[config.mk]
export PLATFORM = sky130hd
export DESIGN_NAME = lru_page_replacement_core
export DESIGN_NICKNAME = d
export VERILOG_FILES = /design/src/design/lru_pkg.sv /design/src/design/lru_cell.sv /design/src/design/lru_page_replacement_core.sv
export SDC_FILE = /design/constraint.sdc
export NUM_CORES = 1
export LEC_CHECK = 0
export BUFFER_PORTS_ARGS = -buffer_cell sky130_fd_sc_hd__buf_2
export CAP_MARGIN = 20
export CELL_PAD_IN_SITES_DETAIL_PLACEMENT = 0
export CELL_PAD_IN_SITES_GLOBAL_PLACEMENT = 1
export CORE_ASPECT_RATIO = 1.25
export CORE_UTILIZATION = 45
export CTS_BUF_LIST = sky130_fd_sc_hd__clkbuf_4 sky130_fd_sc_hd__clkbuf_8
export DETAILED_ROUTE_END_ITERATION = 16
export PLACE_DENSITY_LB_ADDON = 0.1
export SYNTH_ARGS = -nofsm -noshare
export SYNTH_HDL_FRONTEND = slang
export SYNTH_SLANG_ARGS = --single-unit
[constraint.sdc]
create_clock -name i_clk -period 7.4 [get_ports i_clk]
set_input_delay 0.37 -clock i_clk [delete_from_list [all_inputs] [get_ports i_clk]]
set_output_delay 0.37 -clock i_clk [all_outputs]
set_load 0.02 [all_outputs]
[src/design/lru_pkg.sv]
// Shared constants and types for the LRU page replacement core.
package lru_pkg;

    // Default build sizes
    localparam int DEF_MAX_FRAMES = 16;
    localparam int DEF_PAGE_WIDTH = 16;

    // Frame count register
    localparam int          FC_WIDTH = 5;
    localparam logic [4:0]  FC_RESET = 5'd4;

    // Fault counter
    localparam int          FAULT_WIDTH = 32;
    localparam logic [31:0] FAULT_MAX   = 32'hFFFF_FFFF;

    // Position of a slot relative to the current occupancy
    typedef struct packed {
        logic live;   // slot holds a resident page
        logic last;   // slot is the most recent resident slot
        logic free;   // slot is the first empty slot
    } t_slot_pos;

    // Per-transaction command broadcast to every slot cell
    typedef struct packed {
        logic accept; // an input transaction updates the store this cycle
        logic hit;    // the page is resident somewhere in the row
        logic evict;  // a miss on a full store drops the least recent page
    } t_slot_cmd;

endpackage

[src/design/lru_cell.sv]
// One recency slot: holds a page, compares it, and shifts toward slot 0.
module lru_cell #(
    parameter int PAGE_WIDTH = lru_pkg::DEF_PAGE_WIDTH
) (
    input  logic                  i_clk,
    input  logic [PAGE_WIDTH-1:0] i_page,
    input  lru_pkg::t_slot_pos    i_pos,
    input  lru_pkg::t_slot_cmd    i_cmd,
    input  logic                  i_hit_chain,
    input  logic [PAGE_WIDTH-1:0] i_next_page,
    output logic                  o_hit_chain,
    output logic                  o_match,
    output logic [PAGE_WIDTH-1:0] o_page
);

    logic [PAGE_WIDTH-1:0] r_page;
    logic [PAGE_WIDTH-1:0] n_page;
    logic                  w_shift;
    logic                  w_load;

    // Compare against the referenced page and extend the hit chain upward
    assign o_match     = i_pos.live && (r_page == i_page);
    assign o_hit_chain = i_hit_chain | o_match;

    // Close the gap: slots at or above the removed one take their upper neighbor
    assign w_shift = i_cmd.accept && (o_hit_chain || i_cmd.evict) &&
                     i_pos.live && !i_pos.last;

    // Place the referenced page in the most recent slot
    assign w_load = i_cmd.accept &&
                    ((i_pos.last && (i_cmd.hit || i_cmd.evict)) ||
                     (i_pos.free && !i_cmd.hit && !i_cmd.evict));

    always_comb begin
        priority if (w_load) begin
            n_page = i_page;
        end else if (w_shift) begin
            n_page = i_next_page;
        end else begin
            n_page = r_page;
        end
    end

    always_ff @(posedge i_clk) begin
        r_page <= n_page;
    end

    assign o_page = r_page;

endmodule

[src/design/lru_page_replacement_core.sv]
// LRU page replacement core: a row of recency slot cells with fault tracking.
// The result of a transaction is registered and appears on the output in the cycle after acceptance.
// Throughput: one page reference per cycle unless the output stalls; the slot row compares and shifts.
// The output register frees whenever the result is taken, so input stalls only on output backpressure.
// Reset (synchronous, active low) empties the store, clears the fault count and sets frame count to 4.
module lru_page_replacement_core #(
    parameter int MAX_FRAMES = lru_pkg::DEF_MAX_FRAMES,
    parameter int PAGE_WIDTH = lru_pkg::DEF_PAGE_WIDTH
) (
    input  logic                            i_clk,
    input  logic                            i_rst_n,
    // configuration
    input  logic                            i_cfg_we,
    input  logic [lru_pkg::FC_WIDTH-1:0]    i_cfg_wdata,
    // page reference input
    input  logic                            i_valid,
    output logic                            o_ready,
    input  logic [PAGE_WIDTH-1:0]           i_page_number,
    // result output
    output logic                            o_valid,
    input  logic                            i_ready,
    output logic                            o_page_fault,
    output logic                            o_evict_valid,
    output logic [PAGE_WIDTH-1:0]           o_evicted_page,
    output logic [lru_pkg::FAULT_WIDTH-1:0] o_fault_total
);

    localparam int OCC_W = $clog2(MAX_FRAMES + 1);
    localparam int CW    = (OCC_W > lru_pkg::FC_WIDTH) ? OCC_W : lru_pkg::FC_WIDTH;

    logic [lru_pkg::FC_WIDTH-1:0]    r_frame_count;
    logic [OCC_W-1:0]                r_occ;
    logic [OCC_W-1:0]                n_occ;
    logic [lru_pkg::FAULT_WIDTH-1:0] r_faults;
    logic [lru_pkg::FAULT_WIDTH-1:0] n_faults;

    logic                            r_out_valid;
    logic                            r_out_fault;
    logic                            r_out_evict;
    logic [PAGE_WIDTH-1:0]           r_out_page;
    logic [lru_pkg::FAULT_WIDTH-1:0] r_out_total;

    logic                            w_accept;
    logic [CW-1:0]                   w_limit;
    logic [CW-1:0]                   w_fc_ext;
    logic                            w_hit;
    logic                            w_evict;
    lru_pkg::t_slot_cmd              w_cmd;

    logic [MAX_FRAMES:0]             w_chain;
    logic [MAX_FRAMES-1:0]           w_match;
    logic [PAGE_WIDTH-1:0]           w_slot_page [MAX_FRAMES];

    // Handshake: take a new transaction whenever the output register can be refilled
    assign o_ready  = !r_out_valid || i_ready;
    assign w_accept = i_valid && o_ready;

    // Effective frame limit, clamped to 1..MAX_FRAMES
    assign w_fc_ext = CW'(r_frame_count);
    always_comb begin
        priority if (w_fc_ext == '0) begin
            w_limit = CW'(1);
        end else if (w_fc_ext > CW'(MAX_FRAMES)) begin
            w_limit = CW'(MAX_FRAMES);
        end else begin
            w_limit = w_fc_ext;
        end
    end

    // Hit and eviction decisions from the slot row
    assign w_hit   = w_chain[MAX_FRAMES];
    assign w_evict = !w_hit && (CW'(r_occ) >= w_limit) && (r_occ != '0);

    assign w_cmd.accept = w_accept;
    assign w_cmd.hit    = w_hit;
    assign w_cmd.evict  = w_evict;

    // Slot row
    assign w_chain[0] = 1'b0;

    for (genvar g = 0; g < MAX_FRAMES; g++) begin : g_slot
        lru_pkg::t_slot_pos    w_pos;
        logic [PAGE_WIDTH-1:0] w_next;

        assign w_pos.live = OCC_W'(g) < r_occ;
        assign w_pos.last = OCC_W'(g + 1) == r_occ;
        assign w_pos.free = OCC_W'(g) == r_occ;

        if (g == MAX_FRAMES - 1) begin : g_top
            assign w_next = w_slot_page[g];
        end else begin : g_mid
            assign w_next = w_slot_page[g + 1];
        end

        lru_cell #(
            .PAGE_WIDTH (PAGE_WIDTH)
        ) u_cell (
            .i_clk       (i_clk),
            .i_page      (i_page_number),
            .i_pos       (w_pos),
            .i_cmd       (w_cmd),
            .i_hit_chain (w_chain[g]),
            .i_next_page (w_next),
            .o_hit_chain (w_chain[g + 1]),
            .o_match     (w_match[g]),
            .o_page      (w_slot_page[g])
        );
    end

    // Occupancy grows only on a miss that finds a free frame
    always_comb begin
        n_occ = r_occ;
        if (w_accept && !w_hit && !w_evict && ($countones(w_match) == 0)) begin
            n_occ = r_occ + OCC_W'(1);
        end
    end

    // Saturating fault count
    always_comb begin
        n_faults = r_faults;
        if (w_accept && !w_hit && (r_faults != lru_pkg::FAULT_MAX)) begin
            n_faults = r_faults + lru_pkg::FAULT_WIDTH'(1);
        end
    end

    // Control state
    always_ff @(posedge i_clk) begin
        if (!i_rst_n) begin
            r_frame_count <= lru_pkg::FC_RESET;
            r_occ         <= '0;
            r_faults      <= '0;
            r_out_valid   <= 1'b0;
        end else begin
            if (i_cfg_we) begin
                r_frame_count <= i_cfg_wdata;
            end
            r_occ    <= n_occ;
            r_faults <= n_faults;
            if (w_accept) begin
                r_out_valid <= 1'b1;
            end else if (i_ready) begin
                r_out_valid <= 1'b0;
            end
        end
    end

    // Result register
    always_ff @(posedge i_clk) begin
        if (w_accept) begin
            r_out_fault <= !w_hit;
            r_out_evict <= w_evict;
            r_out_page  <= w_evict ? w_slot_page[0] : '0;
            r_out_total <= n_faults;
        end
    end

    assign o_valid        = r_out_valid;
    assign o_page_fault   = r_out_fault;
    assign o_evict_valid  = r_out_evict;
    assign o_evicted_page = r_out_page;
    assign o_fault_total  = r_out_total;

endmodule

==> metrics.yaml <==
ys_types: 80
finalWorstSetupSlack_ns: 1.31
mappedNetlistNets: 1768
critPathKind: "reg -> reg"
antenna_found_initial: 1
vias_per_cell: 5.98
period_share_pct: 82.3
die-area_sq_um: 46100
netlist_area_sq_um: 20400
drive_gt1_share_pct: 15.8
cts_setup_buffers: 0
required_ns: 7.95
core_sq_um: 44300
synth_area_leaders: "edfxtp_1 (45%), xor2_1 (6.4%), mux2_1 (6.1%)"
fin_skew_ns: 0.0457
yosysWarnings: 0
grt_pass1_wl_microns: 93400
power_mw: 4.56
synth_commonest_cells: "edfxtp_1 (306), xor2_1 (149), nand2_1 (144)"
crit_start: "r_occ[3]$_SDFFE_PN0P_"
port_buffers: 77
synthSimpleGateAreaFrac_pct: 13.4
vdd_drop_max_mv: 0.147
cp-start-kind: "register"
drt_iter0_drc: 967
cp-end-kind: "register"
slew_viol_final: 0
arrival_ns: 6.64
finalCriticalPeriod_ns: 6.09
fmax_mhz: 164
regToRegStartpoint: "r_occ[3]$_SDFFE_PN0P_"
cts_buffers: 59
synth_fa_ha_area_share_pct: 1.90
synthMuxAreaShare_pct: 11.2
cp_max_fo: 16
timing.setup.tns_ns: 0
rrSetupSlack_ns: 1.31
drcViolationCount: 0
die-height_microns: 240
grt_pass1_vias: 14400
post_drt_wl_per_cell_microns: 26.0
cts_tree: "done"
pin_count: 78
setup_viol: 0
postLayoutCoreUtil_pct: 51.2
cts_sinks: 349
rows: 86
hold_path.startpoint: "i_cfg_we"
clkLatencyLatePin_ns: 0.68
hold_viol: 0
tightest_slew_ns: 1.03
synthFlopType: "edfxtp_1"
synth_top_family_by_area: "simple AND/OR/NAND/NOR gates"
nets: 1851
grt_max_degree: 52
relSlewSlack_pct: 30.5
yosys.cell_count.top_type: "edfxtp_1"
grt_overflow: 0
rsz0062_at_grt: "no"
clk_pin_slew_worst_paths_ns: 0.06
async_flop_share_pct: 0
seq_area_frac_synth_pct: 49.3
clockBufferDepth: 3
area_growth_pct: 11.5
synth_top_area_cell: "edfxtp_1"
die_x_microns: 192
syn_area_per_cell_sq_um: 11.9
ant_nets: 0
start_util_pct: 45.9
drt-total-wl_microns: 63000
grtUsageTotal_pct: 27.6
routabilityCongestion: 0.959
max-cap-violations: 0
dp_worst_setup_slack_ns: 0.952
p_leak_nw: 8.38
synth_edf_count: 306
synth-xor-area-share_pct: 11.9
p_per_area_nw_per_um2: 201
synth_compound_area_share_pct: 8.35
htree_levels: 2
dr.pass1.iters: 5
ys_ff_latch: 349
hp-class: "in -> reg"
outcome: "completed"
syn_inst: 1717
hpwl_microns: 45900
yosys.area.top_type_share_pct: 45.1
num_vias: 14500
cts-root-buf: "clkbuf_8"
## worst max-delay path, stage by stage, from the launching register on
cell      delay, ns
dfxtp_1        0.74
a31oi_1        0.36
nor4bb_1       0.51
nand2_1        0.13
fa_1           0.49
fa_1           0.49
inv_1          0.07
fa_1           0.48
inv_1          0.05
fa_1           0.43
inv_1          0.06
ha_1           0.16
inv_1          0.06
fa_1           0.46
or4b_2         0.58
nor3_1         0.36
nand2_1        0.13
o31a_1         0.25
o21a_1         0.18
## sequential cells by signal (all words and copies together) (netlist names)
| signal | count |
|---|---|
| g_slot.u_cell.o_page | 256 |
| o_fault_total | 32 |
| r_faults | 32 |
| o_evicted_page | 16 |
| r_frame_count | 5 |
| r_occ | 5 |
| o_evict_valid | 1 |
| o_page_fault | 1 |
| o_valid | 1 |
## worst paths after layout
check / end / cells after the start
worst min-delay path: r_frame_count[2]$_SDFFE_PN1P_ / 3
worst max register to register: r_occ[4]$_SDFFE_PN0P_ / 18
worst min register to register: r_faults[23]$_SDFF_PN0_ / 2
worst max-delay path: r_occ[4]$_SDFFE_PN0P_ / 18
## kinds of logic after synthesis
family / after synthesis
compound gates: 211
mux: 201
xor+xnor: 276
buf+inv: 164
fa+ha+maj: 25
flops: 349
simple gates: 491
## layout make-up
type	count	area (sq um)
fillers	3989	21600
diodes	1	2.50
repair buffers	138	900
clock buffers	78	973
clock inverters	31	283
well taps	572	716
inverters	48	180
multi-input cells	1204	9600
flip-flops and latches	349	10000
## metrics by stage
step	std cells	cell area (sq um)	hold slack (ns)
2_1_floorplan	1717	20400	0.444
3_3_place_gp	2304	21400	0.463
3_5_place_dp	2304	21400	0.473
4_1_cts	2419	22700	0.00816
5_1_grt	2421	22700	0.0559
6_report	2421	22700	0.0648
## layout by cell type, fill, tap and decap left out, types with 27 or more instances in the layout
cell type / n
xnor2_1: 127
dfxtp_1: 43
nand3_1: 27
xor2_1: 149
buf_2: 77
nand4_1: 55
nor2_1: 35
a22o_1: 82
mux2_1: 111
and2_1: 30
inv_1: 44
nor4_1: 52
buf_4: 51
mux2i_1: 60
nand2_1: 144
nor3_1: 28
edfxtp_1: 306
clkbuf_8: 62
## layer usage
layer  routed length [microns]  GRT usage [%]
met5                         0              0
met4                      2830           12.5
met3                      3530           4.22
met2                     30900           46.8
met1                     25800           34.5
## what timing repair did
| action | CTS | global route |
|---|---|---|
| hold buffers | 6 | 0 |
| hold endpoints to repair | 6 | 0 |
| gates resized for setup | 0 | 0 |
## report_power, final
group	switching [mW]	internal (mW)	total, mW
combinational	0.334	0.153	0.487
sequential	0.0225	2.17	2.19
clock	0.846	1.04	1.88
(Power assumes the default switching activity.)
